### src/tgd_pkg.sv
// Shared types and constants for the touch gesture detector.
// Used by tgd_front, tgd_back and touch_gesture_detector_top; no dependencies.
package tgd_pkg;

    localparam int READING_BITS = 16;
    localparam int TIMER_BITS   = 12;
    localparam int CMP_BITS     = 16;
    localparam int STABLE_BITS  = 8;
    localparam logic [TIMER_BITS-1:0]  TIMER_MAX  = '1;
    localparam logic [STABLE_BITS-1:0] STABLE_MAX = '1;

    typedef enum logic [1:0] {
        CFG_THRESHOLD   = 2'd0,
        CFG_DEBOUNCE    = 2'd1,
        CFG_DOUBLE_TAP  = 2'd2,
        CFG_LONG_PRESS  = 2'd3
    } cfg_index_t;

    typedef enum logic [1:0] {
        EV_NONE   = 2'd0,
        EV_SINGLE = 2'd1,
        EV_DOUBLE = 2'd2,
        EV_LONG   = 2'd3
    } event_t;

    typedef enum logic [2:0] {
        PH_IDLE     = 3'd0,
        PH_DEBOUNCE = 3'd1,
        PH_PRESSED  = 3'd2,
        PH_RELEASED = 3'd3,
        PH_LONG     = 3'd4
    } phase_t;

    typedef struct packed {
        logic [15:0] reading;
        logic        read_ok;
    } sample_t;

    typedef struct packed {
        logic [1:0] event_code;
        logic       touched;
        logic [1:0] latest_gesture;
    } result_t;

    // Classified sample handed from front to back
    typedef struct packed {
        logic ok;
        logic touched;
    } cls_t;

    typedef struct packed {
        logic [15:0] touch_threshold;
        logic [7:0]  debounce_samples;
        logic [11:0] double_tap_samples;
        logic [11:0] long_press_samples;
    } cfg_t;

endpackage

### src/tgd_front.sv
// Front end: accepts samples, compares against the threshold and queues
// the classified request for the back end. Depends on tgd_pkg.
module tgd_front
    import tgd_pkg::*;
(
    input  logic    clk,
    input  logic    rst_n,
    input  cfg_t    cfg,
    input  logic    push,
    input  sample_t sample,
    output logic    full,
    output logic    cls_valid,
    output cls_t    cls,
    input  logic    cls_take
);

    cls_t       q_reg [2];
    logic       wptr_reg;
    logic       rptr_reg;
    logic [1:0] cnt_reg;
    logic [1:0] cnt_next;
    logic       do_push;
    logic       do_pop;
    logic [READING_BITS-1:0] rd_lo;
    logic [READING_BITS-1:0] thr_lo;
    cls_t       cls_in;

    assign full      = (cnt_reg == 2'd2);
    assign cls_valid = (cnt_reg != 2'd0);
    assign cls       = q_reg[rptr_reg];
    assign do_push   = push && !full;
    assign do_pop    = cls_take && cls_valid;

    assign rd_lo  = sample.reading[READING_BITS-1:0];
    assign thr_lo = cfg.touch_threshold[READING_BITS-1:0];

    always_comb
    begin
        cls_in.ok      = sample.read_ok;
        cls_in.touched = sample.read_ok && (rd_lo < thr_lo);
    end

    always_comb
    begin
        cnt_next = cnt_reg;
        if (do_push && !do_pop)
        begin
            cnt_next = cnt_reg + 2'd1;
        end
        else if (do_pop && !do_push)
        begin
            cnt_next = cnt_reg - 2'd1;
        end
    end

    always_ff @(posedge clk or negedge rst_n)
    begin
        if (!rst_n)
        begin
            wptr_reg <= 1'b0;
            rptr_reg <= 1'b0;
            cnt_reg  <= 2'd0;
        end
        else
        begin
            cnt_reg <= cnt_next;
            if (do_push)
            begin
                wptr_reg <= ~wptr_reg;
            end
            if (do_pop)
            begin
                rptr_reg <= ~rptr_reg;
            end
        end
    end

    always_ff @(posedge clk)
    begin
        if (do_push)
        begin
            q_reg[wptr_reg] <= cls_in;
        end
    end

endmodule

### src/tgd_back.sv
// Back end: gesture state machine over classified samples, with a two-entry
// result queue toward the consumer. Depends on tgd_pkg.
module tgd_back
    import tgd_pkg::*;
(
    input  logic    clk,
    input  logic    rst_n,
    input  cfg_t    cfg,
    input  logic    cls_valid,
    input  cls_t    cls,
    output logic    cls_take,
    output logic    empty,
    input  logic    pop,
    output result_t result
);

    phase_t                  phase_reg;
    phase_t                  phase_next;
    logic [STABLE_BITS-1:0]  stable_reg;
    logic [STABLE_BITS-1:0]  stable_next;
    logic [TIMER_BITS-1:0]   held_reg;
    logic [TIMER_BITS-1:0]   held_next;
    logic [TIMER_BITS-1:0]   since_reg;
    logic [TIMER_BITS-1:0]   since_next;
    logic [1:0]              mem_reg;
    logic [1:0]              mem_next;
    logic [1:0]              ev;
    logic [STABLE_BITS-1:0]  stable_inc;
    result_t                 res_in;

    result_t    q_reg [2];
    logic       wptr_reg;
    logic       rptr_reg;
    logic [1:0] cnt_reg;
    logic [1:0] cnt_next;
    logic       do_pop;

    assign empty    = (cnt_reg == 2'd0);
    assign result   = q_reg[rptr_reg];
    assign do_pop   = pop && !empty;
    // Take a request when the result queue has room (or frees a slot now)
    assign cls_take = cls_valid && ((cnt_reg != 2'd2) || do_pop);

    assign stable_inc = (stable_reg == STABLE_MAX) ? STABLE_MAX : stable_reg + 1'b1;

    always_comb
    begin
        phase_next  = phase_reg;
        stable_next = stable_reg;
        held_next   = held_reg;
        since_next  = since_reg;
        mem_next    = mem_reg;
        ev          = EV_NONE;

        // Elapsed counters advance before the compare, even on a failed read
        if (phase_reg == PH_PRESSED)
        begin
            held_next = (held_reg == TIMER_MAX) ? TIMER_MAX : held_reg + 1'b1;
        end
        else if (phase_reg == PH_RELEASED)
        begin
            since_next = (since_reg == TIMER_MAX) ? TIMER_MAX : since_reg + 1'b1;
        end

        if (cls.ok)
        begin
            case (phase_reg)
                PH_IDLE:
                begin
                    if (cls.touched)
                    begin
                        phase_next  = PH_DEBOUNCE;
                        stable_next = STABLE_BITS'(1);
                    end
                end
                PH_DEBOUNCE:
                begin
                    if (cls.touched)
                    begin
                        stable_next = stable_inc;
                        if (stable_inc >= cfg.debounce_samples)
                        begin
                            phase_next = PH_PRESSED;
                            held_next  = '0;
                        end
                    end
                    else
                    begin
                        phase_next  = PH_IDLE;
                        stable_next = '0;
                    end
                end
                PH_PRESSED:
                begin
                    if (!cls.touched)
                    begin
                        phase_next = PH_RELEASED;
                        since_next = '0;
                    end
                    else if (CMP_BITS'(held_next) >= CMP_BITS'(cfg.long_press_samples))
                    begin
                        phase_next = PH_LONG;
                        mem_next   = EV_LONG;
                        ev         = EV_LONG;
                    end
                end
                PH_RELEASED:
                begin
                    if (cls.touched)
                    begin
                        phase_next  = PH_DEBOUNCE;
                        stable_next = STABLE_BITS'(1);
                        mem_next    = EV_DOUBLE;
                        ev          = EV_DOUBLE;
                    end
                    else if (CMP_BITS'(since_next) >= CMP_BITS'(cfg.double_tap_samples))
                    begin
                        phase_next = PH_IDLE;
                        mem_next   = EV_SINGLE;
                        ev         = EV_SINGLE;
                    end
                end
                PH_LONG:
                begin
                    if (!cls.touched)
                    begin
                        phase_next = PH_IDLE;
                    end
                end
                default:
                begin
                    phase_next = PH_IDLE;
                end
            endcase
        end

        res_in.event_code     = ev;
        res_in.touched        = cls.touched;
        res_in.latest_gesture = mem_next;
    end

    always_comb
    begin
        cnt_next = cnt_reg;
        if (cls_take && !do_pop)
        begin
            cnt_next = cnt_reg + 2'd1;
        end
        else if (do_pop && !cls_take)
        begin
            cnt_next = cnt_reg - 2'd1;
        end
    end

    always_ff @(posedge clk or negedge rst_n)
    begin
        if (!rst_n)
        begin
            phase_reg  <= PH_IDLE;
            stable_reg <= '0;
            held_reg   <= '0;
            since_reg  <= '0;
            mem_reg    <= EV_NONE;
            wptr_reg   <= 1'b0;
            rptr_reg   <= 1'b0;
            cnt_reg    <= 2'd0;
        end
        else
        begin
            cnt_reg <= cnt_next;
            if (cls_take)
            begin
                phase_reg  <= phase_next;
                stable_reg <= stable_next;
                held_reg   <= held_next;
                since_reg  <= since_next;
                mem_reg    <= mem_next;
                wptr_reg   <= ~wptr_reg;
            end
            if (do_pop)
            begin
                rptr_reg <= ~rptr_reg;
            end
        end
    end

    always_ff @(posedge clk)
    begin
        if (cls_take)
        begin
            q_reg[wptr_reg] <= res_in;
        end
    end

endmodule

### src/touch_gesture_detector_top.sv
// Touch gesture detector: one sample in, one result out, via the front queue
// and the result queue; one sample per cycle sustained while results are popped,
// set by the back end's state update. Front and back are split by a two-entry
// queue and results wait in a two-entry queue, so each side stalls on its own.
// Reset: phase idle, counters and last gesture cleared, queues empty,
// registers at threshold 0, debounce 3, double tap 15, long press 50.
module touch_gesture_detector_top
    import tgd_pkg::*;
(
    input  logic        clk,
    input  logic        rst_n,
    input  logic        push,
    input  sample_t     sample,
    output logic        full,
    output logic        empty,
    input  logic        pop,
    output result_t     result,
    input  logic        cfg_valid,
    output logic        cfg_ready,
    input  cfg_index_t  cfg_index,
    input  logic [15:0] cfg_data
);

    cfg_t cfg_reg;
    logic cls_valid;
    logic cls_take;
    cls_t cls;

    assign cfg_ready = 1'b1;

    always_ff @(posedge clk or negedge rst_n)
    begin
        if (!rst_n)
        begin
            cfg_reg.touch_threshold    <= 16'd0;
            cfg_reg.debounce_samples   <= 8'd3;
            cfg_reg.double_tap_samples <= 12'd15;
            cfg_reg.long_press_samples <= 12'd50;
        end
        else if (cfg_valid)
        begin
            case (cfg_index)
                CFG_THRESHOLD:  cfg_reg.touch_threshold    <= cfg_data;
                CFG_DEBOUNCE:   cfg_reg.debounce_samples   <= cfg_data[7:0];
                CFG_DOUBLE_TAP: cfg_reg.double_tap_samples <= cfg_data[11:0];
                CFG_LONG_PRESS: cfg_reg.long_press_samples <= cfg_data[11:0];
                default:        cfg_reg <= cfg_reg;
            endcase
        end
    end

    tgd_front u_front (
        .clk       (clk),
        .rst_n     (rst_n),
        .cfg       (cfg_reg),
        .push      (push),
        .sample    (sample),
        .full      (full),
        .cls_valid (cls_valid),
        .cls       (cls),
        .cls_take  (cls_take)
    );

    tgd_back u_back (
        .clk       (clk),
        .rst_n     (rst_n),
        .cfg       (cfg_reg),
        .cls_valid (cls_valid),
        .cls       (cls),
        .cls_take  (cls_take),
        .empty     (empty),
        .pop       (pop),
        .result    (result)
    );

endmodule
### config.mk
export PLATFORM = sky130hd
export DESIGN_NAME = touch_gesture_detector_top
export DESIGN_NICKNAME = d
export VERILOG_FILES = /design/src/tgd_pkg.sv /design/src/tgd_front.sv /design/src/tgd_back.sv /design/src/touch_gesture_detector_top.sv
export SDC_FILE = /design/constraint.sdc
export NUM_CORES = 1
export LEC_CHECK = 0
export ABC_CLOCK_PERIOD_IN_PS = 4070
export BUFFER_PORTS_ARGS = -buffer_cell sky130_fd_sc_hd__buf_2
export CORE_MARGIN = 5
export CORE_UTILIZATION = 55
export CTS_CLUSTER_SIZE = 8
export DETAILED_ROUTE_END_ITERATION = 8
export GPL_TIMING_DRIVEN = 0
export PLACE_DENSITY_LB_ADDON = 0.12
export SLEW_MARGIN = 20
export SYNTH_ARGS = -nofsm -noshare
export SYNTH_HDL_FRONTEND = slang
export SYNTH_SLANG_ARGS = --single-unit
### constraint.sdc
create_clock -name clk -period 4.07 [get_ports clk]
set_clock_uncertainty 0.1 [all_clocks]
set_input_delay 0.814 -clock clk [delete_from_list [all_inputs] [get_ports clk]]
set_output_delay 0.814 -clock clk [all_outputs]
set_load 0.01 [all_outputs]
# Word level (Yosys, flattened, before mapping)
# Memories as Yosys holds them, arrays and structs flattened.
# Cells that the tools add are included.
op_classes:
  n_reduce_logical: 30
  magnitude_cmp: 4
  n_eq_ne: 18
  bitwise_logic: 4
  mux: 45
  n_addsub: 7
ops:
  columns: ["operator", "count"]
  rows:
  - ["$mux W12", 12]
  - ["$mux W2", 13]
  - ["$add A12 B1 Y12 const B", 2]
  - ["$eq A12 B12 Y1 const B", 2]
  - ["$ge A12 B12 Y1", 2]
  - ["$mux W3", 8]
  - ["$mux W8", 3]
  - ["$lt A16 B16 Y1", 1]
  - ["$pmux W8 S2", 1]
  - ["$pmux W3 S5", 1]
  - ["$logic_and A1 B1 Y1", 9]
  - ["$add A8 B1 Y8 const B", 1]
  - ["$eq A8 B8 Y1 const B", 1]
  - ["$ge A8 B8 Y1", 1]
  - ["$pmux W2 S2", 2]
  - ["$reduce_and A2 Y1", 4]
  - ["$reduce_bool A2 Y1", 4]
  - ["$reduce_and A7 Y1", 1]
  - ["$eq A2 B2 Y1 const B", 3]
  - ["$eq A3 B2 Y1 const B", 2]
  - ["$logic_not A1 Y1", 6]
  - ["$ne A3 B3 Y1 const B", 2]
  - ["$mux W1", 5]
  - ["$add A2 B1 Y2 const B", 2]
  - ["other kinds (13)", 20]
word_totals:
  input_bits: 40
  register_bits: 93
  mem_bits_rw: 14
  word_cells: 125
  n_memories: 2
  output_inout_bits: 8
mem_list:
  columns: ["memory", "depth", "width", "rd", "rd_ports_with_merged_regs", "wr", "line_no", "rtl"]
  rows:
  - ["u_back.q_reg", 2, 5, 1, 0, 1, "tgd_back.sv:31", "result_t q_reg [2];"]
  - ["u_front.q_reg", 2, 2, 1, 0, 1, "tgd_front.sv:17", "cls_t q_reg [2];"]

# Logic depth before layout (Yosys ltp)
# Gate-level depths: netlist of the first run.
logic_depth:
  ltp_word: 9
  mapped_depth: 15

# Modules after synthesis
# From an unflattened synthesis of the first run, not the netlist that was laid out.
hier_totals:
  hier_cells: 618
  hier_area_um2: 6432.4
modules_own_cells:
  columns: ["mod", "instances", "seq_area_each_um2", "cells_each", "area_per_inst_um2"]
  rows:
  - ["tgd_back", 1, 1326.3, 436, 3861.2]
  - ["touch_gesture_detector_top", 1, 1212.4, 105, 1824.2]
  - ["tgd_front", 1, 220.2, 77, 747.0]

# Least setup slack after synthesis of the first run
# No wires, ideal clock.
synth_timing:
  path_kind: "register to register"
  start: "reg u_back.phase_reg[2]"
  end: "reg u_back.phase_reg[2]"
  setup_slack_ns: 0.270
  path_buffers: 4
  arrival_ns: 3.575
  required_ns: 3.845
  setup_ns: 0.125
  stages_incl_launch_ff: 16
  path_cell_list: "dfrtp_1 -> buf_6 -> or3b_1 -> buf_6 -> or4_4 -> or2_1 -> buf_6 -> buf_6 -> nand3_1 -> ha_1 -> a211o_1 -> a31oi_1 -> o21ai_0 -> a21oi_1 -> a211o_1 -> mux2_2"
synth_between:
  elab_chain_cells: 6
  word_cells_on_any_way: 17
  classes_between: "2 x order compare; 9 x eq/ne; 4 x mux; 2 x reduce/logical"
synth_rtl:
  columns: ["item", "line_no", "rtl"]
  rows:
  - ["from (decl)", "tgd_back.sv:17", "phase_t phase_reg;"]
  - ["from (signal assigned)", "tgd_back.sv:173", "phase_reg <= phase_next;"]
  - ["$eq A3 B2 Y1", "tgd_back.sv:60, tgd_back.sv:67", null]
  - ["$mux W12", "tgd_back.sv:60", "else if (phase_reg == PH_RELEASED)"]
  - ["$mux W12", "tgd_back.sv:56", "if (phase_reg == PH_PRESSED)"]
  - ["$ge A12 B12 Y1", "tgd_back.sv:116", "else if (CMP_BITS'(since_next) >= CMP_BITS'(cfg.double_tap_samples))"]
  - ["$ne A3 B2 Y1 (no source line)", null, null]
  - ["$reduce_and A7 Y1 (no source line)", null, null]
# Parallel ways exist; a longest one is shown, timed or not.
# A chain may end at the register's enable or synchronous reset.

# Worst setup path after layout of the first run
# Same ends and word-level chain as after synthesis.

==> run metrics, run 1 <==
Die W 116.6 um; critical path endpoint category register; fillers 944; die span in y 116.6 um; worst IR drop on VDD 0.0004314 V; Via-to-Cell Ratio 5.702; Tmin final 3.966 ns; fin util 0.6323; Post-Synth XOR/XNOR Area 0.03221; Post-route DRC 0; row count 39; Pins Over Slew Limit 0; port bufs 46; RD Place Congestion 0.8585; syn avg cell area 9.974 sq um; Arrival @ worst endpoint 4.10 ns; H-tree Lvls 3; Syn Nets 719; Vias 4801; most frequent cells in the layout dfrtp_1 (84), nand2_1 (71), inv_1 (57), ha_1 (51), buf_2 (45); DR top layer met4; initial antenna violation count 0; total track usage 0.2213; crit path kind reg2reg; core area 11270 sq um; Yosys warning count 0; M1 WL 6.165 mm; clock root buffer clkbuf_16; Pre-antenna DRT Iters 4; Worst Tran Pin Value 0.6745 ns; WL met2 6.882 mm; endpoints failing hold 0; Post-Synth Adder-Cell Area 0.1040; DR iter-0 viols 236; clock transition at the registers of the reported paths 0.07 ns; MaxCap Viol Count 0; total CTS buffers 9; hold buffer count at cts 0; RR Startpoint u_back.phase_reg[2]; met3 wire len 600 um; diode count 0; sequential area share after synthesis 0.4412; Remaining Overflow, GRT 0; Syn-to-layout area delta 13.97%; PwrDens 566.8 nW/um^2; Leak 0.003399 uW; Total Wirelength 13.94 mm; final setup violation count 0; Setup crit start kind register; CTS tree done; initial core utilization 0.5548; Fmax 0.2522 GHz; max reg flops 48; CP max FO 10; first-pass GRT wire length 23.32 mm; total power 4039 uW; die area 13600 sq um; FF-to-FF path depth 16; Min-Delay Path Class in2async; # nets final 786; largest net degree at the start of global routing 60; layout cell share with drive strength beyond 1 0.2132; Worst slew margin 0.5374; I/O pin count 48; Primary FF master, synth dfrtp_1; commonest non-fill, non-tap cell in the layout dfrtp_1; outcome finished clean; crit share post-route 0.9744; reg-to-reg slack, setup 0.10 ns; Post-Synth Simple-Gate Area 0.1345; DR WL/cell 16.56 um; FF-to-FF End u_back.phase_reg[2]; vias in the first global route 4888; number of synthesized flops with an enable pin 14; combinational family with the most area after synthesis compound AO/OA/AOI/OAI gates; clk_lat worst skew 0.35 ns; Seq cells post-synth 107; Routed Antenna Nets 0; Req. time, crit path 4.21 ns; Async S/R FF share, synth 0.8692; compound-gate portion of the synthesized area 0.1529; multiplexer share of the synthesized area 0.08363; Synth Instances 627; Post-Syn Area 6253 sq um; number of distinct library cells after synthesis 61; CTS Buffer Depth 2; clock sink count 107; Final HPWL DP 10.48 mm
through the flow:
step / std cells / setup slack (ns) / instance area (sq um) / hold WS [ns] / TNS (ns)
after floorplan: 627 / 0.2701 / 6254 / 0.3603 / 0
after CTS: 834 / -0.03219 / 7017 / 0.2514 / -0.03219
after detailed placement: 817 / -0.2391 / 6696 / 0.3946 / -1.068
after global routing: 842 / -0.04100 / 7127 / 0.2664 / -0.06913
final: 842 / 0.1043 / 7127 / 0.2417 / 0
after global placement: 816 / -0.2422 / 6663 / 0.3768 / -1.213
power by group:
group	leakage [uW]	internal (uW)	switching [uW]
registers	0.00128	1380	176
logic	0.00197	662	925
clock network	0.000150	498	400
cells in the mapped netlist (9+ instances only):
library cell,instances,share of area
a22o_1,20,0.028
a21oi_1,33,0.026
inv_1,57,0.034
nand4_1,12,0.012
o21ai_0,45,0.036
nor2_1,33,0.020
clkbuf_1,11,0.0066
dfstp_2,9,0.038
dfrtp_1,84,0.34
nand2_1,71,0.043
nand3_1,13,0.010
mux2_2,41,0.074
xnor2_1,17,0.024
ha_1,52,0.10
edfxtp_1,14,0.067
a21o_1,9,0.011
cell families after synthesis:
group / Yosys count
AND/OR/NAND/NOR: 175
buffers and inverters: 76
adder cells (fa/ha/maj): 52
flip-flops: 107
AO/OA/AOI/OAI: 146
multiplexers: 47
XOR/XNOR: 23
other: 1
worst max-delay path: stages, from the launching register on:
cell	delay (ns)
dfrtp_1	0.38
buf_6	0.14
or3b_1	0.39
buf_6	0.14
or4_4	0.52
or2_1	0.23
buf_6	0.13
buf_6	0.13
nand3_2	0.08
ha_4	0.20
a211o_1	0.28
a31oi_1	0.18
o21ai_2	0.10
a21oi_2	0.16
buf_6	0.14
a211o_1	0.17
mux2_2	0.35
layout make-up:
| type | count | area, sq um | share of cell area |
|---|---|---|---|
| Sequential cell | 107 | 2759 | 0.3871 |
| Multi-Input combinational cell | 444 | 3231 | 0.4533 |
| Tap cell | 143 | 178.9 | 0.02511 |
| Clock inverter | 5 | 61.31 | 0.008603 |
| Clock buffer | 11 | 242.7 | 0.03406 |
| Inverter | 58 | 217.7 | 0.03055 |
| Timing Repair Buffer | 56 | 335.3 | 0.04705 |
| Buffer | 18 | 101.3 | 0.01422 |
layer usage:
metal	vias to the layer above	GRT usage
met5	-	0
met4	0	0.07645
met3	18	0.05181
met2	104	0.3787
met1	2317	0.2759
li1	2362	-
timing repair:
item / in CTS / in global routing
setup endpoints to repair: 11 / 13
pin swaps: 3 / 6
setup buffers: 1 / 8
gates cloned: 0 / 0
gates resized for setup: 3 / 9
worst max-delay path by stage:
stage | start | end | slack (ns) | cells after the start
CTS | u_back.phase_reg[2] | u_back.phase_reg[2] | -0.03 | 15
detailed placement | u_back.phase_reg[2] | u_back.phase_reg[2] | -0.24 | 15
global placement | u_back.phase_reg[2] | u_back.phase_reg[2] | -0.24 | 15
global route | u_back.phase_reg[2] | u_back.phase_reg[2] | -0.04 | 16
floorplan | u_back.phase_reg[2] | u_back.phase_reg[2] | 0.27 | 15
finish | u_back.phase_reg[2] | u_back.phase_reg[2] | 0.10 | 16
(Power assumes the default switching activity.)
==> run 2: changes to the inputs <==
Settings changed: ABC_AREA set to 1.
==> run metrics, run 2 <==
Vias 5565 (was 4801); CP max FO 7 (was 10); Clock power frac 0.207 (was 0.222); post-CTS setup buffers 0 (was 1); total track usage 0.2224 (was 0.2213); area leader, netlist dfrtp_1 (unchanged); pre-CTS WS 1.027 ns (was -0.2391 ns); Pre-antenna DRT Iters 5 (was 4); Routed Antenna Nets 0 (unchanged); Setup crit start kind register (unchanged); CTS tree done (unchanged); RSZ-0062 raised after global routing no; initial core utilization 0.5680 (was 0.5548); Syn-to-layout area delta 11.32% (was 13.97%); total power 4337 uW (was 4039 uW); vias in the first global route 5667 (was 4888); Req. time, crit path 4.05 ns (was 4.21 ns); Syn Nets 923 (was 719); CTS Buffer Depth 2 (unchanged); Flop pwr share 0.376 (was 0.385); Switching Fraction 0.4182 (was 0.3715); max reg flops 48 (unchanged); port bufs 46 (unchanged); Fmax 0.3248 GHz (was 0.2522 GHz); slowest stage delay, CP 0.40 ns (was 0.52 ns); PwrDens 595.6 nW/um^2 (was 566.8 nW/um^2); die span in y 119.1 um (was 116.6 um); cell with the most instances after synthesis nand2_1 (was dfrtp_1); clock sink count 107 (unchanged); number of synthesized flops with an enable pin 14 (unchanged); number of distinct library cells after synthesis 48 (was 61); endpoints failing hold 0 (unchanged); clock transition at the registers of the reported paths 0.07 ns (about the same); Primary FF master, synth dfrtp_1 (unchanged); Seq cells post-synth 107 (unchanged); Combinational Power Share 0.418 (was 0.393); RD Place Congestion 0.9100 (was 0.8585); GR Layer Usage met2 0.3794 (was 0.3787); Placed Area 6984 sq um (was 6696 sq um); MaxCap Viol Count 0 (unchanged); critical path endpoint category register (unchanged); Worst path most repeated cell nand2_1 (was buf_6); Die W 119.1 um (was 116.6 um); commonest non-fill, non-tap cell in the layout nand2_1 (was dfrtp_1); Crit path max-delay family simple AND/OR/NAND/NOR gates (unchanged); Crit-path slowest cell dfrtp_1 (was or4_4); outcome finished clean (unchanged); cts repair resizes 0 (was 3); hold buffer count at cts 0 (unchanged); Async S/R FF share, synth 0.8692 (unchanged); largest net degree at the start of global routing 58 (was 60); clk_lat worst skew 0.36 ns (was 0.35 ns); final worst setup slack 0.9911 ns (was 0.1043 ns); Final HPWL DP 11.66 mm (was 10.48 mm); Setup crit start u_back.held_reg[1] (was u_back.phase_reg[2]); core area 11520 sq um (was 11270 sq um); critical path cell sequence ha_1 -> nand3_2 -> nor3_4 -> nand3_2 -> nor2_4 -> nand2_4 -> nand2_1 -> ha_1 -> nand2_1 -> inv_1 -> nand2_1 -> nand2_1 -> nand2_1 -> nand4_1 -> a21oi_1 -> a21boi_0 (was buf_6 -> or3b_1 -> buf_6 -> or4_4 -> or2_1 -> buf_6 -> buf_6 -> nand3_2 -> ha_4 -> a211o_1 -> a31oi_1 -> o21ai_2 -> a21oi_2 -> buf_6 -> a211o_1 -> mux2_2); final setup violation count 0 (unchanged); Via-to-Cell Ratio 5.366 (was 5.702); Post-Syn Area 6541 sq um (was 6253 sq um); Pins Over Slew Limit 0 (unchanged); H-tree Lvls 3 (unchanged); DR WL/cell 14.58 um (was 16.56 um); Tmin final 3.079 ns (was 3.966 ns); syn avg cell area 7.872 sq um (was 9.974 sq um); M1 GR Usage 0.2788 (was 0.2759); most frequent cells in the layout nand2_1 (212), inv_1 (137), o21ai_0 (84), dfrtp_1 (84), ha_1 (52) (was dfrtp_1 (84), nand2_1 (71), inv_1 (57), ha_1 (51), buf_2 (45)); switching power 1814 uW (was 1501 uW); Synth area leaders dfrtp_1 (32%), nand2_1 (12%), ha_1 (9.9%) (was dfrtp_1 (34%), ha_1 (10%), mux2_2 (7.4%)); M3 GR Usage 0.03318 (was 0.05181); Yosys warning count 0 (unchanged); Int Pwr 2523 uW (was 2539 uW); clock root buffer clkbuf_16 (unchanged); total CTS buffers 9 (unchanged); initial antenna violation count 0 (unchanged); hold slack final 0.2487 ns (was 0.2417 ns); RR Startpoint u_back.held_reg[1] (was u_back.phase_reg[2]); first-pass GRT wire length 25.65 mm (was 23.32 mm); Arrival @ worst endpoint 3.06 ns (was 4.10 ns); layout cell share with drive strength beyond 1 0.1353 (was 0.2132); Synth Instances 831 (was 627); crit path kind reg2reg (unchanged); Finished Cell Area 7282 sq um (was 7127 sq um); Worst slew margin 0.6356 (was 0.5374); Synth top cells by count nand2_1 (212), inv_1 (137), dfrtp_1 (84), o21ai_0 (84), ha_1 (52) (was dfrtp_1 (84), nand2_1 (71), inv_1 (57)); Setup TNS 0 ns (unchanged); die area 14170 sq um (was 13600 sq um); I/O pin count 48 (unchanged); Remaining Overflow, GRT 0 (unchanged); row count 39 (unchanged); Min-Delay Path Class in2async (unchanged); diode count 0 (unchanged); Total Wirelength 15.12 mm (was 13.94 mm); Synth top area share 0.3213 (was 0.3361); worst IR drop on VDD 0.0002891 V (was 0.0004314 V); CP Buf/Inv Count 1 (was 5); Most Crowded Layer GR met2 (unchanged); Leak 0.003820 uW (was 0.003399 uW); DR iter-0 viols 408 (was 236); sequential area share after synthesis 0.4218 (was 0.4412); Worst Tran Pin Value 0.5445 ns (was 0.6745 ns); crit share post-route 0.7565 (was 0.9744); # nets final 981 (was 786); Post-route DRC 0 (unchanged)
run 2: cell types whose count changed after synthesis, sizes merged, moves of 8 or more:
cell | previous run | this run
nand3 | 13 | 57
a21o | 9 | 1
nor2 | 33 | 56
nand2 | 71 | 219
xnor2 | 17 | 3
mux2 | 42 | 0
o21ai | 48 | 92
inv | 57 | 146
a22o | 20 | 0
run 2: kinds of logic after synthesis:
group           count (synthesis)  synth area share
compound gates                136            0.1115
xor+xnor                       12           0.01607
fa+ha+maj                      52           0.09946
buf+inv                       160           0.09487
flops                         107            0.4218
other cells                     1         0.0005733
simple gates                  363            0.2557
run 2: power by group through the flow:
stage	logic [uW]	clock network [uW]	registers, uW
2_1_floorplan	1320	0	1590
3_3_place_gp	1700	0	1630
3_5_place_dp	1800	0	1650
4_1_cts	1820	909	1630
5_1_grt	2070	958	1670
6_report	1810	897	1630
run 2: area by class of cell:
class                      instances  area (sq um)
sequential                       107          2759
clock buffer                       9         225.2
multi-input combinational        564          3162
timing repair buffer              47         264.0
buffer                            13         67.56
inverter                         147         553.0
fill                            1006          4234
tap                              143         178.9
clock inverter                     7         72.57
run 2: per-layer routing:
| layer | part of all wire | up-vias | wire length, um |
|---|---|---|---|
| li1 | - | 2785 | - |
| met1 | 0.45 | 2600 | 6738 |
| met2 | 0.48 | 142 | 7278 |
| met3 | 0.039 | 38 | 588 |
| met4 | 0.034 | 0 | 511 |
| met5 | 0 | - | 0 |
run 2: final timing paths:
check / endpoint / slack (ns) / depth (start not counted)
max: u_back.q_reg[0][1] / 0.99 / 16
min: cfg_reg[45] / 0.25 / 1
min reg2reg: cfg_reg[43] / 0.39 / 2
max reg2reg: u_back.q_reg[0][1] / 0.99 / 16
max in group asynchronous: cfg_reg[25] / 2.98 / 2
min in group clk: cfg_reg[43] / 0.39 / 2
run 2: metrics by stage:
| stage | std cells | util |
|---|---|---|
| floorplan | 831 | - |
| global placement | 1020 | 0.6035 |
| detailed placement | 1021 | 0.6065 |
| CTS | 1037 | 0.6323 |
| global route | 1037 | 0.6323 |
| finish | 1037 | 0.6323 |
==> run 3: changes to the inputs <==
Settings changed: ABC_AREA 1 to 0, ABC_CLOCK_PERIOD_IN_PS 4070 to 2800.
Clock period 4.07 ns to 2.8 ns, I/O delays scaled along.
==> run metrics, run 3 (same netlist as run 1, synthesis figures left out) <==
Setup crit start kind register (unchanged); RD Place Congestion 0.8885 (was 0.9100); die area 13600 sq um (was 14170 sq um); max reg flops 48 (unchanged); clock transition at the registers of the reported paths 0.07 ns (about the same); # nets final 800 (was 981); Syn-to-layout area delta 19.31% (was 11.32%); endpoints failing hold 0 (unchanged); Min-Delay Path Class in2reg (was in2async); Hold EP cfg_reg[46]; failing checks setup timing; PwrDens 814.6 nW/um^2 (was 595.6 nW/um^2); Routed Antenna Nets 0 (unchanged); critical path endpoint category register (unchanged); RR Startpoint u_back.phase_reg[0] (was u_back.held_reg[1]); first-pass GRT wire length 23.37 mm (was 25.65 mm); I/O pin count 48 (unchanged); clock sink count 107 (unchanged); Worst Tran Pin Value 0.7453 ns (was 0.5445 ns); final worst setup slack -0.7834 ns (was 0.9911 ns); DR WL/cell 16.46 um (was 14.58 um); die span in y 116.6 um (was 119.1 um); outcome finished, violations left (was finished clean); final setup violation count 13 (was 0); Die W 116.6 um (was 119.1 um); MaxCap Viol Count 0 (unchanged); commonest non-fill, non-tap cell in the layout dfrtp_1 (was nand2_1); Arrival @ worst endpoint 3.73 ns (was 3.06 ns); clk_lat worst skew 0.36 ns (about the same); core area 11270 sq um (was 11520 sq um); RSZ-0062 raised after global routing yes (was no); Tmin final 3.583 ns (was 3.079 ns); Pre-antenna DRT Iters 4 (was 5); most frequent cells in the layout dfrtp_1 (81), nand2_1 (68), inv_1 (57), ha_1 (47), buf_2 (45) (was nand2_1 (212), inv_1 (137), o21ai_0 (84), dfrtp_1 (84), ha_1 (52)); Total Wirelength 14.09 mm (was 15.12 mm); Final HPWL DP 10.10 mm (was 11.66 mm); crit share post-route 1.280 (was 0.7565); port bufs 46 (unchanged); dpl cells 817 (was 1021); vias in the first global route 4957 (was 5667); Fmax 0.2791 GHz (was 0.3248 GHz); DR iter-0 viols 193 (was 408); total CTS buffers 9 (unchanged); CTS Buffer Depth 2 (unchanged); total power 6077 uW (was 4337 uW); FF-to-FF End u_back.phase_reg[2] (was u_back.q_reg[0][1]); Vias 4855 (was 5565); Worst slew margin 0.4889 (was 0.6356); diode count 0 (unchanged); Via-to-Cell Ratio 5.672 (was 5.366); total track usage 0.2203 (was 0.2224); Remaining Overflow, GRT 0 (unchanged); fillers 897 (was 1006); Leak 0.003501 uW (was 0.003820 uW); CP max FO 6 (was 7); initial antenna violation count 0 (unchanged); Post-route DRC 0 (unchanged); layout cell share with drive strength beyond 1 0.2749 (was 0.1353); hold path start cfg_data[14]; clock root buffer clkbuf_16 (unchanged); Min-Delay Path Depth 3; FF-to-FF path depth 14 (was 16); Finished Layout Cells 856 (was 1037); row count 39 (unchanged); worst IR drop on VDD 0.0004483 V (was 0.0002891 V); Req. time, crit path 2.94 ns (was 4.05 ns); crit path kind reg2reg (unchanged); reg-to-reg slack, setup -0.78 ns (was 0.99 ns); CTS tree done (unchanged); initial core utilization 0.5548 (was 0.5680); largest net degree at the start of global routing 78 (was 58); Pins Over Slew Limit 0 (unchanged); H-tree Lvls 3 (unchanged)
run 3: changes by cell type in the layout (fill, tap and decap cells not counted), sizes merged, moves of 5 or more:
cell	change
a21o	+8
a22o	+20
a31oi	+7
buf	+27
inv	-92
mux2	+42
mux2i	+5
nand2	-148
nand3	-44
nor2	-23
nor2b	+7
o21ai	-44
o22ai	-5
xnor2	+14
run 3: what timing repair did:
action,4_1_cts,5_1_grt
setup endpoints to repair,25,25
pin swaps,11,20
endpoints found under the hold margin,16,0
resized for setup,14,35
setup buffers,16,11
hold buffers,1,0
run 3: power by group:
group	switching, uW	internal [uW]
clock	589	660
combinational	1430	1120
sequential	265	2010
run 3: worst max-delay path by stage:
stage	from	end	slack (ns)	depth (start not counted)
after floorplan	u_back.phase_reg[2]	u_back.phase_reg[2]	-0.82	15
after global placement	u_back.phase_reg[2]	u_back.q_reg[0][0]	-1.35	15
after global routing	u_back.phase_reg[0]	u_back.phase_reg[2]	-0.92	14
after CTS	u_back.phase_reg[2]	u_back.phase_reg[2]	-1.03	15
after detailed placement	u_back.phase_reg[2]	u_back.q_reg[0][0]	-1.36	15
final	u_back.phase_reg[0]	u_back.phase_reg[2]	-0.78	14
run 3: layer usage:
metal,share of wire,vias up,GRT usage
met5,0,-,0
met4,0.014,0,0.08028
li1,-,2388,-
met2,0.49,102,0.3776
met3,0.043,14,0.04041
met1,0.45,2351,0.2797
run 3: cell type report:
class                   count  area (sq um)  share of cell area
plain buffers              13         68.82            0.009224
repair buffers             75         496.7             0.06658
well taps                 143         178.9             0.02398
inverters                  58         217.7             0.02918
clock buffers              11         254.0             0.03404
multi-input cells         444          3447              0.4620
flip-flops and latches    107          2763              0.3703
clock inverters             5         35.03            0.004696
run 3: through the flow:
step	setup WS, ns	hold WS [ns]	util	area [sq um]	setup TNS, ns
floorplan	-0.8222	0.1644	-	6330	-9.073
global placement	-1.352	0.3754	0.5978	6739	-16.73
detailed placement	-1.358	0.3093	0.6008	6773	-17.48
CTS	-1.033	0.3014	0.6450	7271	-12.28
global route	-0.9201	0.3061	0.6619	7461	-11.52
finish	-0.7834	0.3067	0.6619	7461	-9.036
run 3: worst max-delay path, cell delays in order (launching register included):
cell and delay [ns]:
dfrtp_2 0.43, buf_4 0.16, nor3b_4 0.29, nand4_1 0.15
buf_4 0.19, or2_2 0.35, xnor2_2 0.19, nand2_4 0.07
ha_4 0.22, a21o_1 0.18, a221oi_4 0.24, o21ai_2 0.12
a21oi_4 0.25, a211o_1 0.23, mux2_4 0.31
